File: src/design/nvf_pkg.sv
// Shared constants, types and helpers of the NVF mask block
package nvf_pkg;
    localparam int WINDOW_DEF   = 3;
    localparam int MAX_COLS_DEF = 1024;
    localparam int ROWS_LIMIT   = 4096;
    localparam int COLS_W       = 11;
    localparam int ROWS_W       = 13;
    localparam int PIX_W        = 8;
    localparam int MASK_W       = 16;
    localparam int DIV_STEPS    = 16;
    localparam int QDEPTH       = 4;
    localparam logic [0:0] CFG_COLS = 1'b0;
    localparam logic [0:0] CFG_ROWS = 1'b1;

    // work item passed from the front end through the queue to the divider
    typedef struct packed {
        logic [31:0] num;
        logic        last;
    } t_work;
endpackage

File: src/design/nvf_back.sv
// Back end: restoring divider and output register
module nvf_back #(
    parameter int WINDOW = nvf_pkg::WINDOW_DEF
) (
    input  logic                       i_clk,
    input  logic                       i_rst_n,
    input  logic                       i_avail,
    input  nvf_pkg::t_work             i_work,
    output logic                       o_pop,
    output logic                       o_tvalid,
    input  logic                       i_tready,
    output logic [nvf_pkg::MASK_W-1:0] o_mask,
    output logic                       o_last
);
    localparam int NN = WINDOW * WINDOW;
    localparam logic [1:0] S_IDLE = 2'd0, S_DIV = 2'd1, S_OUT = 2'd2;
    localparam int KW = $clog2(nvf_pkg::DIV_STEPS + 1);

    logic [1:0]  r_st;
    logic [32:0] r_rem;
    logic [31:0] r_den;
    logic [nvf_pkg::MASK_W-1:0] r_quo;
    logic [KW-1:0] r_k;
    logic r_last;
    logic [32:0] w_sh;

    assign w_sh  = {r_rem[31:0], 1'b0};
    assign o_pop = (r_st == S_IDLE) && i_avail;

    // one quotient bit per cycle: (num<<16)/(num+NN(NN-1)), NN = WINDOW*WINDOW
    always_ff @(posedge i_clk) begin
        if (!i_rst_n) begin
            r_st <= S_IDLE;
        end else begin
            unique case (r_st)
                S_IDLE: if (i_avail) begin
                    r_rem  <= {1'b0, i_work.num};
                    r_den  <= i_work.num + 32'(NN * (NN - 1));
                    r_last <= i_work.last;
                    r_k    <= '0;
                    r_st   <= S_DIV;
                end
                S_DIV: begin
                    if (w_sh >= {1'b0, r_den}) begin
                        r_rem <= w_sh - {1'b0, r_den};
                        r_quo <= {r_quo[nvf_pkg::MASK_W-2:0], 1'b1};
                    end else begin
                        r_rem <= w_sh;
                        r_quo <= {r_quo[nvf_pkg::MASK_W-2:0], 1'b0};
                    end
                    r_k <= r_k + 1'b1;
                    if (32'(r_k) == nvf_pkg::DIV_STEPS - 1) r_st <= S_OUT;
                end
                S_OUT: if (i_tready) r_st <= S_IDLE;
                default: r_st <= S_IDLE;
            endcase
        end
    end
    assign o_tvalid = (r_st == S_OUT);
    assign o_mask   = r_quo;
    assign o_last   = r_last;
endmodule

File: config.mk
export PLATFORM = sky130hd
export DESIGN_NAME = nvf_back
export DESIGN_NICKNAME = d
export VERILOG_FILES = /design/src/design/nvf_pkg.sv /design/src/design/nvf_back.sv
export SDC_FILE = /design/constraint.sdc
export NUM_CORES = 1
export LEC_CHECK = 0
export ABC_AREA = 1
export BUFFER_PORTS_ARGS = -buffer_cell sky130_fd_sc_hd__buf_2
export CORE_ASPECT_RATIO = 1.5
export CORE_UTILIZATION = 55
export DETAILED_ROUTE_END_ITERATION = 6
export PLACE_DENSITY = 0.74
export SYNTH_ARGS = -nofsm -noshare
export SYNTH_HDL_FRONTEND = slang
export SYNTH_SLANG_ARGS = --single-unit
File: constraint.sdc
create_clock -name i_clk -period 4.9 [get_ports i_clk]
set_input_delay 0.49 -clock i_clk [delete_from_list [all_inputs] [get_ports i_clk]]
set_output_delay 0.49 -clock i_clk [all_outputs]
set_load 0.005 [all_outputs]
* Word level (Yosys, flattened, before mapping) *
Index checks and enable logic that the tools add are counted.

storage, ports and cells
  register bits after elaboration = 88
  input bits = 37
  output and inout port bits = 19
  word-level logic and storage cells = 33

operators by class
  add/sub/neg operators = 3
  magnitude comparators = 1
  equality and inequality tests = 6
  multiplexer cells = 10
  reduce and logical (&&, ||, !) cells = 7

operator list
  operator                 number
  $mux W32                 2
  $pmux W32 S2             1
  $ge A33 B32 Y1           1
  $add A32 B7 Y32 const B  1
  $sub A32 B32 Y32         1
  $pmux W5 S2              1
  $reduce_and A3 Y1        3
  $mux W2                  3
  $pmux W2 S3              1
  $add A5 B1 Y5 const B    1
  $eq A5 B4 Y1 const B     1
  $mux W5                  1
  $ne A2 B2 Y1 const B     2
  $eq A2 B1 Y1 const B     1
  $eq A2 B2 Y1 const B     1
  $logic_not A2 Y1         1
  $ne A2 B1 Y1 const B     1
  $reduce_and A2 Y1        1
  $reduce_bool A2 Y1       1
  $logic_and A1 B1 Y1      1
  $mux W1                  1

* Logic depth before layout (Yosys ltp) *
  depth after elaboration = 3
  depth in mapped cells = 17
  gate-level depth less buffers = 16

* Worst setup path before layout *
OpenSTA, ideal clock, no wires.

  kind = in2reg
  from = input i_avail
  to = register r_k[0], enable pin
  library setup time = 0.487 ns
  arrival time = 3.361 ns
  data required time = 4.413 ns
  slack = 1.052 ns
  stages = 2
  buffers on the path = 0
  cell sequence = inv_1 > a211oi_1

between the ends
  longest elaborated chain between the ends = 2

RTL lines
  item                         RTL line        source
  start, declared              nvf_back.sv:7   input logic i_avail,
  $ne A2 B2 Y1 (no line)       n/a
  $reduce_and A3 Y1 (no line)  n/a
  end signal, assigned         nvf_back.sv:51  r_k <= r_k + 1'b1;
  end, declared                nvf_back.sv:23  logic [KW-1:0] r_k;

No other way between the ends.
A chain may end at the register's enable or synchronous reset.

* Worst setup path in the final report *
  from = register r_rem[26]
  to = register r_rem[18], data pin

between the ends
  longest elaborated chain between the ends = 3

RTL lines
  item                    RTL line        source
  start, declared         nvf_back.sv:20  logic [32:0] r_rem;
  start signal, assigned  nvf_back.sv:37  r_rem <= {1'b0, i_work.num};
  start signal, assigned  nvf_back.sv:45  r_rem <= w_sh - {1'b0, r_den};
  start signal, assigned  nvf_back.sv:48  r_rem <= w_sh;
  $ge A33 B32 Y1          nvf_back.sv:44  if (w_sh >= {1'b0, r_den}) begin
  $mux W32                nvf_back.sv:44
  $pmux W32 S2            nvf_back.sv:35  unique case (r_st)

No other way between the ends.

==> run summary <==
Status = completed
Largest net degree at the start of global routing = 42
Combinational Power Share = 27.1%
Worst Path Required = 5120 ps
Power per cell area = 284 nW/um^2
Post-CTS sizing = 0
# diodes = 0
Die H = 139 um
Max Clock Freq = 322 MHz
Footprint of the multi-input gates = 3480 sq um
Chip Width = 93.6 um
Clock share of power = 31.0%
Cells after Synth = 981
Crit path DAT = 3320 ps
Crit. Startpoint = r_rem[26]$_DFFE_PP_
CTS buffer count = 9
First-pass GRT wire length = 28,800 um
Worst Setup Path Type = flip-flop to flip-flop
Final design utilization = 62.9%
Initial antenna violation count = 0
Syn Area/Cell = 7.06 sq um
Number of global-route vias before repair = 6,139
Post-layout min period = 3100 ps
P_sw = 0.000723 W
Worst-path maximum fanout = 33
Drt total wl = 17,600 um
Clock buffer depth = 2
Sw Share = 33.3%
Netlist cell types = 35
DRT Pass-1 Iters = 5
Max VDD drop = 0.000225 V
Residual DRC count = 0
Pint = 0.00144 W
DPL Wire Length = 13,700 um
Port buffer count = 55
Max-slew headroom = 26.9%
Die area = 13,100 sq um
Part of the power in registers = 41.8%
Detail Route Antenna Nets = 0
Root cell of the clock tree = clkbuf_16
Fill cell count = 1,182
Vias = 6,232
Share of cells above drive strength 1 = 9.61%
Clock transition at the registers of the reported paths = 70 ps
Num rows = 49
CP Capture Type = flip-flop
DRT iter0 DRCs = 332
Layout Skew = 10.7 ps
TritonCTS Sinks = 88
Clock insertion delay at the later pin of the skew report = 350 ps
Tot GR Track Use = 28.8%
P_leak = 4.00 nW
Synth area leader = edfxtp_1
Post-CTS setup buffers = 0
Synth top area cells = edfxtp_1, nand2_1, inv_1
HP Class = input port to flip-flop
CTS tree = yes
Starting Density = 57.1%
Final period utilization = 63.3%
Sequential fraction of the synthesis area = 37.9%
# nets final = 1,109
Ys Warns = 0
Vias per inst = 5.22
Net Count, Synth = 1,054
Total grt overflow = 0
Max cap viols = 0
Worst Tran Pin Value = 1090 ps
WL/cell = 14.7 um
Finish-stage setup viols = 0
GPL Wtd Cong = 0.952
# IOs = 56
Core ar. = 12,100 sq um
CTS hold repair buffers = 0
Max-slew violations = 0
RSZ-0062 raised after global routing = false
Yosys top cell area share = 37.3%
Synth Register Bits = 88
Hold_sp = i_work[0]
Seq. cell area = 2620 sq um
CP Launch Type = flip-flop
Synth Cell Area = 6930 sq um
Post-Route Setup TNS = 0 ps
H-tree depth = 3
R2r startpoint = r_rem[26]$_DFFE_PP_
Synthesis-to-layout area growth = 10.2%
Final Hold Viols = 0
registers in the layout (all words and copies together), names as in the netlist:
name	cells
o_mask	16
r_st	2
r_den	32
o_last	1
r_k	5
r_rem	32
stage by stage:
step	instance area, sq um	power [W]	instances	setup WS (ps)	hold slack [ps]
finish	7630	0.00217	1194	1800	309
floorplan	6930	0.00135	981	1050	452
global placement	7350	0.00150	1178	1830	439
CTS	7630	0.00218	1194	1790	301
global route	7630	0.00229	1194	1490	316
detailed placement	7350	0.00151	1178	1830	427
routing by layer:
metal	GRT usage (%)	part of all wire, %	vias to the layer above
li1	-	-	3169
met1	33.8	42	2874
met2	51.5	51	149
met3	3.06	3.1	40
met4	13.8	3.8	0
met5	0	0	-
power groups by stage:
stage          Combinational (W)  Clock [W]  Sequential [W]
2_1_floorplan           0.000434          0        0.000921
3_3_place_gp            0.000577          0        0.000921
3_5_place_dp            0.000582          0        0.000923
4_1_cts                 0.000585   0.000685        0.000907
5_1_grt                 0.000670   0.000705        0.000911
6_report                0.000588   0.000673        0.000907
synthesized netlist by cell type:
master / instances
a2111oi_0: 1
a211oi_1: 1
a21oi_1: 18
a21oi_2: 1
and2_1: 4
buf_2: 5
buf_6: 5
clkbuf_1: 6
dfxtp_1: 2
edfxtp_1: 86
fa_1: 1
ha_1: 35
inv_1: 189
inv_2: 8
nand2_1: 351
nand2_2: 4
nand2_4: 2
nand3_1: 87
nand3_2: 1
nand3b_1: 20
nand4_1: 15
nor2_1: 67
nor2_2: 3
nor2_4: 1
nor3_1: 9
nor3_4: 1
nor4_1: 2
o21a_1: 3
o21ai_0: 5
o21ai_1: 3
o21bai_1: 2
o41ai_1: 1
or2_2: 1
xnor2_1: 23
xor2_1: 18
cell usage in the layout (no fill, tap or decap), types with 4 or more instances in the layout:
cell type	count
nor2_1	66
clkbuf_16	9
nand3_1	87
ha_1	35
buf_4	5
nand3b_1	20
nor3_1	8
and2_1	4
xor2_1	18
edfxtp_1	86
inv_2	8
inv_1	189
buf_2	55
nand2_1	351
nor2_2	4
o21ai_0	5
nand4_1	15
xnor2_1	23
nand2_2	4
a21oi_1	18
kinds of logic (layout without fill, tap and decap cells):
group / after synthesis / count (layout) / synth area share, %
simple gates: 568 / 568 / 35.2
buf+inv: 213 / 273 / 12.2
flops: 88 / 88 / 37.9
xor+xnor: 41 / 41 / 5.19
fa+ha+maj: 36 / 36 / 6.61
compound gates: 35 / 35 / 2.91
path summary, 6_finish.rpt:
kind,slack [ps],end,cells after the start
max,1800,r_rem[18]$_DFFE_PP_,12
min reg2reg,450,o_mask[13]$_DFFE_PP_,0
max reg2reg,1800,r_rem[18]$_DFFE_PP_,12
min,310,o_last$_DFFE_PP_,1
worst max-delay path, cell delays in order (launching register included):
cell and delay, ps:
edfxtp_1 390, ha_1 380, nand2_1 190, inv_2 40, nand2_1 80, nand2_1 50, a21oi_1 210, nand2_1 120
nor2_4 690, nand2_4 420, nand2_1 190, nand3_1 90, nand2_1 80
cell type report:
| class | instances | share of cell area [%] |
|---|---|---|
| Clock buffer | 9 | 2.95 |
| Clock inverter | 7 | 0.787 |
| Multi-Input combinational cell | 680 | 45.6 |
| Tap cell | 153 | 2.51 |
| Sequential cell | 88 | 34.4 |
| Inverter | 197 | 9.69 |
| Timing Repair Buffer | 60 | 4.10 |
Note: power is estimated with default switching activity, not from simulation.
