File: src/design/nvf_pkg.sv
// Shared constants, types and helpers of the NVF mask block
package nvf_pkg;
    localparam int WINDOW_DEF   = 3;
    localparam int MAX_COLS_DEF = 1024;
    localparam int ROWS_LIMIT   = 4096;
    localparam int COLS_W       = 11;
    localparam int ROWS_W       = 13;
    localparam int PIX_W        = 8;
    localparam int MASK_W       = 16;
    localparam int DIV_STEPS    = 16;
    localparam int QDEPTH       = 4;
    localparam logic [0:0] CFG_COLS = 1'b0;
    localparam logic [0:0] CFG_ROWS = 1'b1;

    // work item passed from the front end through the queue to the divider
    typedef struct packed {
        logic [31:0] num;
        logic        last;
    } t_work;
endpackage

File: src/design/nvf_queue.sv
// Short FIFO between front end and divider
module nvf_queue (
    input  logic           i_clk,
    input  logic           i_rst_n,
    input  logic           i_push,
    input  nvf_pkg::t_work i_data,
    input  logic           i_pop,
    output logic           o_empty,
    output logic           o_room,
    output nvf_pkg::t_work o_data
);
    localparam int AW = $clog2(nvf_pkg::QDEPTH);
    nvf_pkg::t_work r_buf [nvf_pkg::QDEPTH];
    logic [AW-1:0] r_wp, r_rp;
    logic [AW:0]   r_cnt;

    always_ff @(posedge i_clk) begin
        if (i_push) r_buf[r_wp] <= i_data;
    end
    // pointers and fill level
    always_ff @(posedge i_clk) begin
        if (!i_rst_n) begin
            r_wp <= '0; r_rp <= '0; r_cnt <= '0;
        end else begin
            if (i_push) r_wp <= r_wp + 1'b1;
            if (i_pop)  r_rp <= r_rp + 1'b1;
            r_cnt <= r_cnt + (AW+1)'(i_push) - (AW+1)'(i_pop);
        end
    end
    assign o_empty = (r_cnt == '0);
    assign o_room  = (r_cnt != (AW+1)'(nvf_pkg::QDEPTH));
    assign o_data  = r_buf[r_rp];
endmodule

File: config.mk
export PLATFORM = sky130hd
export DESIGN_NAME = nvf_queue
export DESIGN_NICKNAME = d
export VERILOG_FILES = /design/src/design/nvf_pkg.sv /design/src/design/nvf_queue.sv
export SDC_FILE = /design/constraint.sdc
export NUM_CORES = 1
export LEC_CHECK = 0
export BUFFER_PORTS_ARGS = -buffer_cell sky130_fd_sc_hd__buf_4
export CAP_MARGIN = 20
export CORE_ASPECT_RATIO = 0.9
export CORE_MARGIN = 2
export CORE_UTILIZATION = 42
export DETAILED_ROUTE_END_ITERATION = 10
export PLACE_DENSITY = 0.64
export SYNTH_ARGS = -nofsm -noshare
export SYNTH_HDL_FRONTEND = slang
export SYNTH_SLANG_ARGS = --single-unit
File: constraint.sdc
create_clock -name i_clk -period 1.68 [get_ports i_clk]
set_input_delay 0.336 -clock i_clk [delete_from_list [all_inputs] [get_ports i_clk]]
set_output_delay 0.336 -clock i_clk [all_outputs]
set_load 0.01 [all_outputs]
==> Yosys cells after proc, flatten, opt, wreduce, memory -nomap -nowiden <==
Memories as Yosys holds them, arrays and structs flattened. A register that Yosys moved wholly into a read port is not among the register bits.
Cells that the tools add are included.
{ "word_totals": {"output_inout_bits": 35, "wordCells": 14, "ff_bits": 7, "memories": 1, "input_bits": 37, "ramBits": 132} }
{ "op_classes": {"n_addsub": 4, "reduce_logical": 1, "muxes": 4, "eq_ne": 1} }
{ "memory_table": {"columns": ["name", "words", "width", "read_ports", "rd_ports_with_merged_regs", "write_ports", "line", "rtl"], "rows": [
  ["r_buf", 4, 33, 1, 1, 1, "nvf_queue.sv:13", "nvf_pkg::t_work r_buf [nvf_pkg::QDEPTH];"]
]} }
{ "ops": {"columns": ["operator", "count"], "rows": [
  ["2-bit by 1-bit adder with 2-bit output (second input constant)", 2],
  ["2-bit 2-to-1 mux", 2],
  ["3-bit by 1-bit adder with 3-bit output", 1],
  ["3-bit logical NOT", 1],
  ["3-bit != test (second input constant)", 1],
  ["3-bit by 1-bit subtractor with 3-bit output", 1],
  ["1-bit 2-to-1 mux", 2]
]} }

==> Depth between registers and ports, before layout <==
Gate-level depths: netlist of run 1.
{ "depth": {"word_depth": 3, "depth_mapped": 8, "ltp_nobuf": 8} }

==> Least setup slack after synthesis of run 1 <==
OpenSTA, ideal clock, no wires.
{ "synth_timing": {"kind": "register to register", "start": "register r_wp[0]", "end": "memory r_buf[2][0] in the netlist's numbering (enable)", "n_path_buf": 0, "period_less_slack_ns": 1.747, "arrival_time_ns": 1.354, "path_stages_with_launch": 4, "setup_slack_ns": -0.067, "cell_sequence": "dfxtp_1 -> inv_1 -> ha_1 -> and2_1"} }
{ "synth_rtl": {"columns": ["item", "line", "rtl"], "rows": [
  ["from (decl)", "nvf_queue.sv:14", "logic [AW-1:0] r_wp, r_rp;"],
  ["from (signal assigned)", "nvf_queue.sv:25", "if (i_push) r_wp <= r_wp + 1'b1;"],
  ["to (decl)", "nvf_queue.sv:13", null]
]} }
Straight into the memory's write port.

==> out/metrics.cfg, run 1 <==
[finish]
ff_latch_area_sq_mm=0.004150
fin_area_sq_mm=0.006728
multiInputGateArea_sq_um=982.2
fin_util_pct=55.49
drive_above_1_share_pct=45.99
nets=355
area_growth_pct=28.27
n_antenna_cell=0
fill_cells=937

[timing]
min_period_ps=1998
clock_skew_ps=3.874
max-slew-margin-rel_pct=80.31
max_slew.worst_pin.slew_ps=295.4
rsz0062_at_grt=true
fin_tns_setup_ps=-9421
setup_ws_ps=-317.7
hold_viol=0
slew_viol_final=0
fin_crit_sh_pct=118.9
fmax_mhz=500.6
finalSetupViolCount=33

[synthesis]
synth_top_family_by_area=multiplexers
synthMuxAreaShare_pct=14.58
synth_edf_count=132
netlist_top_cells_area=edfxtp_1 (76%), mux4_2 (13%), dfxtp_1 (3.4%), mux4_1 (1.5%), ha_1 (1.4%)
yosys.area.top_type_share_pct=75.57
synth_top_area_cell=edfxtp_1
ys.flop_type=edfxtp_1
yosysWarnings=0
synth_xor_area_share_pct=0.7634
synth.distinct_cells=21
yosys.area_share.adder_pct=1.813
syn_nets=260
synth_compound_area_share_pct=0.2863
yosys_register_bits=141
seq_area_frac_synth_pct=79.01
netlist_instances=216
avgSynthCellArea_sq_um=24.28
synth-simple-area-share_pct=1.407
synth_area_sq_mm=0.005245
async_flop_share_pct=0

[setup_path]
worstPathRequired_ps=1340
critPathArrivalTime_ps=1660
rr_startpoint=r_cnt[0]
cp_top_family=multiplexers
critical_path.startpoint_type=flop
cp.buffers_inverters=2
cp_slowest_cell=mux4_2
path_cells=buf_12 > mux4_2 > buf_6
critical_path.endpoint_type=output pin
worstPathMaxFanout=10
max_stage_delay_ps=540
worstSetupPathType=flop to output pin

[routing]
finalWirelength_um=8895
met2_length_um=4417
wl_per_cell_um=18.38
first_pass_iters=4
ant_nets=0
wl_met3_um=502
highest_layer=met4
drtIter0Drc=189
wl_met1_um=3921
drt-vias-per-instance=4.983
vias=2412
route.detailed.drc=0

[power]
p_seq_share_pct=48.8
pwr-share-comb_pct=12.6
total_power_w=0.008414
total_leakage_power_nw=2.333
pwr-share-clk_pct=38.6
p_int_w=0.006656
switchingPower_w=0.001759
ir_drop_mv=0.7593
p_per_area_mw_per_mm2=1251
swShare_pct=20.90

[clocking]
cts-buffers-inserted=17
htreeDepth=4
worstSkewPairLatency_ps=400
holdBufCountCts=0
clock-root-buffer=clkbuf_16
cts_tree=built
clock-sinks=141
cts_buffer_depth=2
path_clk_slew_ps=60

[worst_hold_path]
hold_path_class=input pin to flop
hp-start=i_data[14]

[run_status]
violations=setup timing
run_status=finished, violations left

[floorplanning]
die_x_um=121.8
ioPinCount=72
rows=38
die-area_sq_mm=0.01340
initial_utilization_pct=43.26
die_h_um=110.0
core_sq_mm=0.01212

[placement]
dpl_cell_area_sq_mm=0.006066
place.port_buffers=71
gp_congestion=0.6675
dp_hpwl_um=5388

[global_routing]
grt.total_usage_pct=14.95
grt_antenna_before_repair=0
grt_pass1_vias=2627
grt_pass1_wl_um=14080
grt_remaining_overflow=0
grt_max_degree=34

[job]
drv_cap=0

==> registers in the layout, summed over array words and instances (netlist names), named ones only <==
signal  count
r_rp        2
r_buf     132
r_cnt       3
r_wp        2
==> per-stage QoR <==
stage | hold slack [ps] | std cells | worst slack [ps]
after floorplan | 434.9 | 216 | 149.4
after global placement | 503.0 | 450 | 17.94
after detailed placement | 520.6 | 450 | -26.23
after CTS | 109.6 | 484 | -389.4
after global routing | 100.7 | 484 | -376.8
final | 131.1 | 484 | -317.7
==> power groups by stage <==
stage	Clock (W)	Sequential, W	Combinational (W)
finish	0.00325	0.00411	0.00106
global route	0.00352	0.00413	0.00115
CTS	0.00333	0.00411	0.00110
detailed placement	0	0.00418	0.000973
global placement	0	0.00417	0.000959
floorplan	0	0.00416	0.000537
==> final cells by class <==
class,count,area share [%]
sequential,141,61.69
multi-input combinational,61,14.60
clock inverter,10,1.097
clock buffer,22,6.602
inverter,6,0.3348
timing repair buffer,84,12.70
tap,160,2.976
==> layout by cell type (no fill, tap or decap) <==
| master | n |
|---|---|
| a21bo_2 | 1 |
| a21oi_1 | 1 |
| and2_1 | 1 |
| and2_2 | 4 |
| buf_12 | 8 |
| buf_4 | 43 |
| buf_6 | 33 |
| bufinv_16 | 1 |
| clkbuf_1 | 5 |
| clkbuf_16 | 17 |
| clkinv_1 | 3 |
| clkinv_2 | 5 |
| clkinvlp_4 | 1 |
| dfxtp_1 | 6 |
| dfxtp_2 | 2 |
| dfxtp_4 | 1 |
| edfxtp_1 | 132 |
| fa_1 | 1 |
| ha_1 | 6 |
| inv_1 | 6 |
| mux2i_1 | 1 |
| mux4_2 | 33 |
| nand2_1 | 1 |
| nand3b_1 | 1 |
| nor2_1 | 7 |
| nor3_1 | 1 |
| xnor2_1 | 2 |
| xnor3_1 | 1 |
==> worst paths after layout <==
check / cells past startpoint / slack (ps) / endpoint
setup / recovery: 3 / -320 / o_data[5]
hold / removal: 1 / 130 / r_buf[0][14]
setup reg to reg: 8 / 110 / r_cnt[2]
hold reg to reg: 2 / 530 / flop
==> cells in the mapped netlist, types with 2 or more instances <==
cell and n:
nor2_1 7, inv_1 6, buf_12 3, mux4_1 3, buf_2 3, and2_1 5, edfxtp_1 132, dfxtp_1 9
ha_1 6, xnor2_1 2, mux4_2 30
==> logic make-up after synthesis <==
kind of cell	Yosys count
simple gates	15
fa+ha+maj	7
mux	34
flops	141
xor+xnor	3
buf+inv	14
compound gates	2
==> repair_timing <==
item | in CTS | in global routing
gates resized for setup | 38 | 1
hold endpoints to repair | 0 | 0
gates cloned | 1 | 0
setup buffers | 1 | 1
setup endpoints to repair | 33 | 34
==> per-layer routing <==
layer,up-vias,global-route usage (%)
met2,65,23.26
met5,-,0
met4,0,4.680
met3,4,6.327
met1,1252,19.28
li1,1091,-
Power figures use the tool's default switching activity.
==> inputs of run 2 (changes only) <==
Settings changed: ABC_AREA set to 1, CORE_MARGIN 2 to not set, PLACE_DENSITY 0.64 to 0.63.
==> run 2 against run 1 <==
The flow still finishes with violations (setup timing). Register-to-register slack improved by 30 ps. Clock-buffer cell count decreased by 3. Critical path depth increased by 3. Sequential share of layout area decreased by 8.7 points. Total power increased by 10%. Critical endpoint is now o_data[15].
==> out/metrics.cfg, run 2 <==
[run_status]
run_status=finished, violations left
violations=setup timing

[finish]
drive_above_1_share_pct=39.42  ; -6.6 points
area_growth_pct=33.32
nets=584  ; +65%
largest_registers=r_buf x132, r_cnt x3
final_common_cell=edfxtp_1
fill_cells=1079  ; +15%
ff_latch_area_sq_mm=0.004153  ; about the same
n_antenna_cell=0  ; unchanged
largest_reg_flops=132  ; unchanged
fin_cells=721  ; +49%
fin_util_pct=57.94  ; +2.5 points
top_register=r_buf
layout_common_cells=edfxtp_1 (132), inv_1 (77), buf_4 (55), nand2_1 (52), o211ai_2 (33)
multiInputGateArea_sq_mm=0.001356  ; +38%

[synthesis]
yosysMostFrequentCell=edfxtp_1
yosys.area.top_type_share_pct=67.49  ; -8.1 points
yosys_register_bits=141  ; unchanged
yosysWarnings=0  ; unchanged
seq_area_frac_synth_pct=70.56  ; -8.4 points
async_flop_share_pct=0  ; unchanged
synth_top_area_cell=edfxtp_1
avgSynthCellArea_sq_um=13.32  ; -45%
ys.flop_type=edfxtp_1
syn_nets=485  ; +87%
netlist_instances=441  ; +100%
synth.distinct_cells=19  ; -9.5%
synth_area_sq_mm=0.005873  ; +12%
synth_common_cells=edfxtp_1 (132), inv_1 (82), nand2_1 (55)
synth_edf_count=132  ; unchanged
netlist_top_cells_area=edfxtp_1 (67%), o211ai_2 (7.0%), inv_1 (5.2%), nand2_1 (3.5%), a21oi_1 (3.3%)

[clocking]
path_clk_slew_ps=60  ; about the same
cts_tree=built
cts-buffers-inserted=17  ; unchanged
htreeDepth=4  ; unchanged
clock-root-buffer=clkbuf_16
cts_buffer_depth=2  ; unchanged
clock-sinks=141  ; unchanged
worstSkewPairLatency_ps=420  ; +20 ps

[routing]
wl_per_cell_um=16.51  ; -10%
ant_nets=0  ; unchanged
route.detailed.drc=0  ; unchanged
vias=3542  ; +47%
finalWirelength_um=11910  ; +34%
drtIter0Drc=215  ; +14%
first_pass_iters=4  ; unchanged
drt-vias-per-instance=4.913  ; -1.4%

[global_routing]
grt_max_degree=35  ; +2.9%
grt_remaining_overflow=0  ; unchanged
grt_antenna_before_repair=0  ; unchanged
grt.total_usage_pct=16.92  ; +2.0 points
grt_pass1_vias=3547  ; +35%
grt_pass1_wl_um=18060  ; +28%

[floorplanning]
die_h_um=114.2  ; +3.8%
initial_utilization_pct=43.46  ; +0.20 points
die-area_sq_mm=0.01446  ; +7.9%
ioPinCount=72  ; unchanged
rows=40  ; +5.3%
die_x_um=126.7  ; +4.0%
core_sq_mm=0.01351  ; +11%

[setup_path]
critical_path.startpoint_type=flop
worstPathRequired_ps=1340  ; about the same
worstSetupPathType=flop to output pin
worstPathMaxFanout=15  ; +5
critical_path.endpoint_type=output pin
critPathArrivalTime_ps=1540  ; -120 ps
rrSetupSlack_ps=140  ; +30 ps

[timing]
hold_viol=0  ; unchanged
fmax_mhz=533.1  ; +6.5%
clock_skew_ps=8.120  ; +4.246 ps
setup_ws_ps=-195.7  ; +122.0 ps
rsz0062_at_grt=true
finalSetupViolCount=33  ; unchanged
fin_crit_sh_pct=111.6  ; -7.3 points
slew_viol_final=0  ; unchanged
max-slew-margin-rel_pct=82.82  ; +2.5 points
max_slew.worst_pin.slew_ps=257.7  ; -37.62 ps
min_period_ps=1876  ; -122.0 ps

[power]
ir_drop_mv=0.6922  ; -8.8%
total_power_w=0.009294  ; +10%
pwr-share-comb_pct=13.1  ; +0.5 points
swShare_pct=22.22  ; +1.3 points
p_int_w=0.007229  ; +8.6%
pwr-share-clk_pct=42.9  ; +4.3 points
switchingPower_w=0.002065  ; +17%
p_seq_share_pct=44.0  ; -4.8 points
total_leakage_power_nw=3.088  ; +32%
p_per_area_mw_per_mm2=1187  ; -5.1%

[placement]
place.port_buffers=71  ; unchanged
gp_congestion=0.7074  ; +6.0%
dp_hpwl_um=6491  ; +20%
place_inst=673  ; +50%
pre_cts_ws_ps=-7.424  ; +18.81 ps

[job]
drv_cap=0  ; unchanged

[worst_hold_path]
hold_path_class=input pin to flop

[run 2: cell count changes in the layout (fill, tap and decap cells not counted), sizes merged, moves of 5 or more]
cell    previous run  this run
nor2               7         2
buf               84        99
inv                6        83
o21ai              0        37
mux4              33         0
o211ai             0        33
and2               5         0
nand2              1        75
a21oi              1        39
[run 2: final timing paths]
check,startpoint,endpoint,cells after the start
max,flop,o_data[15],6
min,i_data[3],r_buf[0][3],1
max reg2reg,r_cnt[0],r_cnt[2],10
min reg2reg,r_rp[1],flop,2
[run 2: repair_timing]
| action | 4_1_cts | 5_1_grt |
|---|---|---|
| setup buffers | 5 | 3 |
| gates resized for setup | 41 | 50 |
| setup endpoints to repair | 33 | 34 |
| pin swaps | 12 | 13 |
| gates cloned | 4 | 4 |
| endpoints found under the hold margin | 0 | 0 |
| hold buffers | 0 | 0 |
[run 2: cells by family after synthesis]
group	share of synthesized area (%)
buffers and inverters	8.287
and+or+nand+nor	6.029
AOI/OAI and AO/OA	13.51
DFF	70.56
adders and majority gates	1.619
[run 2: layout make-up]
cell class	instances	share of cell area [%]
inverter	82	3.931
tap	168	2.685
clock inverter	13	2.493
multi-input combinational	196	17.32
clock buffer	19	5.529
sequential	141	53.04
timing repair buffer	102	15.00
[run 2: per-stage QoR]
stage	hold WS [ps]	TNS [ps]	area [sq um]
detailed placement	459.2	-7.424	6695
CTS	106.5	-5428	7584
finish	115.6	-4569	7830
global route	107.3	-6679	7830
floorplan	427.9	0	5873
global placement	435.4	0	6695
[run 2: layer usage]
metal	track usage [%]	vias up	part of all wire (%)
li1	-	1724	-
met2	28.99	79	50
met4	7.063	0	1.4
met5	0	-	0
met1	20.39	1726	43
met3	4.486	13	5.2
[run 2: power groups by stage]
stage	Sequential [W]	Combinational (W)	Clock, W
after floorplan	0.00414	0.000535	0
after global placement	0.00416	0.000936	0
after detailed placement	0.00416	0.000965	0
after CTS	0.00409	0.00111	0.00405
after global routing	0.00410	0.00133	0.00418
final	0.00409	0.00122	0.00399
[run 2: worst max-delay path, stage by stage, from the launching register on]
cell	delay [ps]
dfxtp_4	370
buf_4	160
buf_12	160
a21oi_1	180
o21ai_2	80
nand2_2	80
buf_6	100
==> inputs of run 3 (changes only) <==
Settings changed: CORE_UTILIZATION 42 to 52, PLACE_DENSITY 0.63 to 0.75.
==> run 3 against run 2 <==
The run still ends with setup timing left. Clock-buffer cell count down 2. Setup slack better by 11 ps. Clock power down 6.3%. Via count up 0.48%. Largest cell class unchanged. Critical path depth down 1. Largest power group unchanged. Die area down 19%. Register-to-register slack worse by 40 ps. Hold slack better by 5.9 ps. Routed wire length down 1.3%. Core utilization up 13 points. Combinational power about the same.
==> out/metrics.cfg, run 3 (synthesis gave the netlist of run 2 again) <==
[global_routing]
grt_max_degree=34  ; -2.9%
grt.total_usage_pct=20.53  ; +3.6 points
use_met1_pct=23.85  ; +3.5 points
globalRouteMet2Util_pct=36.13  ; +7.1 points
use_met3_pct=6.408  ; +1.9 points
grt_remaining_overflow=0  ; unchanged
grt_pass1_wl_um=17300  ; -4.2%
grt_pass1_vias=3507  ; -1.1%
grt_antenna_before_repair=0  ; unchanged
busiest_layer=met2

[timing]
min_period_ps=1865  ; -10.84 ps
fin_crit_sh_pct=111.0  ; -0.65 points
hold_viol=0  ; unchanged
holdWs_ps=121.5  ; +5.901 ps
fin_tns_setup_ps=-4656  ; -86.44 ps
slew_viol_final=0  ; unchanged
fmax_mhz=536.2  ; +0.58%
clock_skew_ps=10.44  ; +2.324 ps
finalSetupViolCount=33  ; unchanged
max_slew.worst_pin.slew_ps=317.8  ; +60.09 ps
max-slew-margin-rel_pct=78.81  ; -4.0 points
rsz0062_at_grt=true
setup_ws_ps=-184.8  ; +10.84 ps

[finish]
final_common_cell=edfxtp_1
fin_util_pct=71.14  ; +13 points
top_register=r_buf
area_growth_pct=32.04
layout_common_cells=edfxtp_1 (132), inv_1 (78), buf_4 (57), nand2_1 (52)
largest_registers=r_buf x132, r_cnt x3
drive_above_1_share_pct=38.04  ; -1.4 points
fin_cells=704  ; -2.4%
n_antenna_cell=0  ; unchanged
nets=583  ; -0.17%
fill_cells=751  ; -30%
largest_reg_flops=132  ; unchanged

[power]
p_per_area_mw_per_mm2=1165  ; -1.9%
total_leakage_power_nw=3.068  ; -0.67%
ir_drop_mv=0.9659  ; +40%

[placement]
dp_hpwl_um=6178  ; -4.8%
place.port_buffers=71  ; unchanged
place_inst=656  ; -2.5%
pre_cts_ws_ps=-42.46  ; -35.03 ps
gp_congestion=0.6988  ; -1.2%

[routing]
vias=3559  ; +0.48%
first_pass_iters=4  ; unchanged
drtIter0Drc=212  ; -1.4%
ant_nets=0  ; unchanged
drt-vias-per-instance=5.055  ; +2.9%
route.detailed.drc=0  ; unchanged
wl_per_cell_um=16.69  ; +1.0%
finalWirelength_um=11750  ; -1.3%

[floorplanning]
ioPinCount=72  ; unchanged
core_sq_mm=0.01090  ; -19%
die_x_um=114.0  ; -10%
die_h_um=102.8  ; -10%
initial_utilization_pct=53.88  ; +10 points
rows=36  ; -10%
die-area_sq_mm=0.01172  ; -19%

[clocking]
clock-sinks=141  ; unchanged
cts-buffers-inserted=17  ; unchanged
path_clk_slew_ps=60  ; about the same
cts_buffer_depth=2  ; unchanged
holdBufCountCts=0  ; unchanged
worstSkewPairLatency_ps=420  ; about the same
clock-root-buffer=clkbuf_16
htreeDepth=4  ; unchanged
cts_tree=built

[setup_path]
rr_startpoint=r_cnt[0]
cp_slowest_cell=dfxtp_4
path_cells=buf_6 > clkbuf_16 > o211ai_2 > nand2_1 > buf_6
worstPathMaxFanout=12  ; -3
max_stage_delay_ps=400  ; +30 ps
critical_path.endpoint_type=output pin
critPathArrivalTime_ps=1530  ; about the same
worstPathRequired_ps=1340  ; about the same
critical_path.startpoint_type=flop
worstSetupPathType=flop to output pin
critPathMostFrequentCell=buf_6

[worst_hold_path]
hold_path_class=input pin to flop
hp-start=i_data[14]

[run_status]
run_status=finished, violations left
violations=setup timing

[job]
drv_cap=0  ; unchanged

## run 3: cell count changes in the layout (fill, tap and decap cells not counted), moves of 3 or more
cell      before  now
o21ai_1       27   13
o21ai_2        2   13
nand2_2       21   18
inv_2          5    0
nand2_4        2    5
a21oi_2       20    6
a21oi_1       18   33
buf_16         4    7
clkinv_1       2    6
o21ai_0        8   11
buf_12        14    8
clkinv_4       1    4
## run 3: through the flow
stage / power, W / cell area, sq um
after floorplan: 0.004670 / 5873
after global placement: 0.005061 / 6630
after detailed placement: 0.005097 / 6630
after CTS: 0.009018 / 7600
after global routing: 0.009360 / 7755
final: 0.009033 / 7755
## run 3: power by group
group	switching, W	internal, W	total (W)
sequential	0.0000794	0.00402	0.00410
combinational	0.000615	0.000587	0.00120
clock	0.00141	0.00233	0.00374
total	0.00210	0.00693	0.00903
## run 3: per-layer routing
layer / routed length [um] / vias up / part of all wire (%)
li1: - / 1727 / -
met1: 4677 / 1730 / 40
met2: 6299 / 83 / 54
met3: 598 / 19 / 5.1
met4: 172 / 0 / 1.5
met5: 0 / - / 0
## run 3: worst max-delay path: cells and delay by family, from the launching register on
family / cells / cell delay, ps
buffers and inverters: 3 / 450
flip-flops: 1 / 400
AO/OA/AOI/OAI: 1 / 170
AND/OR/NAND/NOR: 1 / 80
## run 3: path summary, 6_finish.rpt
path / end / slack, ps / cells after the start
worst max-delay path: o_data[0] / -180 / 5
worst min-delay path: r_buf[3][14] / 120 / 1
worst max register to register: r_cnt[2] / 100 / 10
worst min register to register: flop / 450 / 2
## run 3: layout make-up
cell class | instances | area, sq um | share of cell area (%)
sequential | 141 | 4153 | 53.55
multi-input combinational | 196 | 1359 | 17.52
tap | 152 | 190.2 | 2.452
clock inverter | 15 | 171.4 | 2.210
inverter | 82 | 307.8 | 3.969
clock buffer | 17 | 425.4 | 5.486
timing repair buffer | 101 | 1149 | 14.81
## run 3: what timing repair did
item	CTS	global route
endpoints found under the setup margin	33	34
cloned	6	3
pin swaps	36	5
setup buffers	5	2
gates resized for setup	65	20
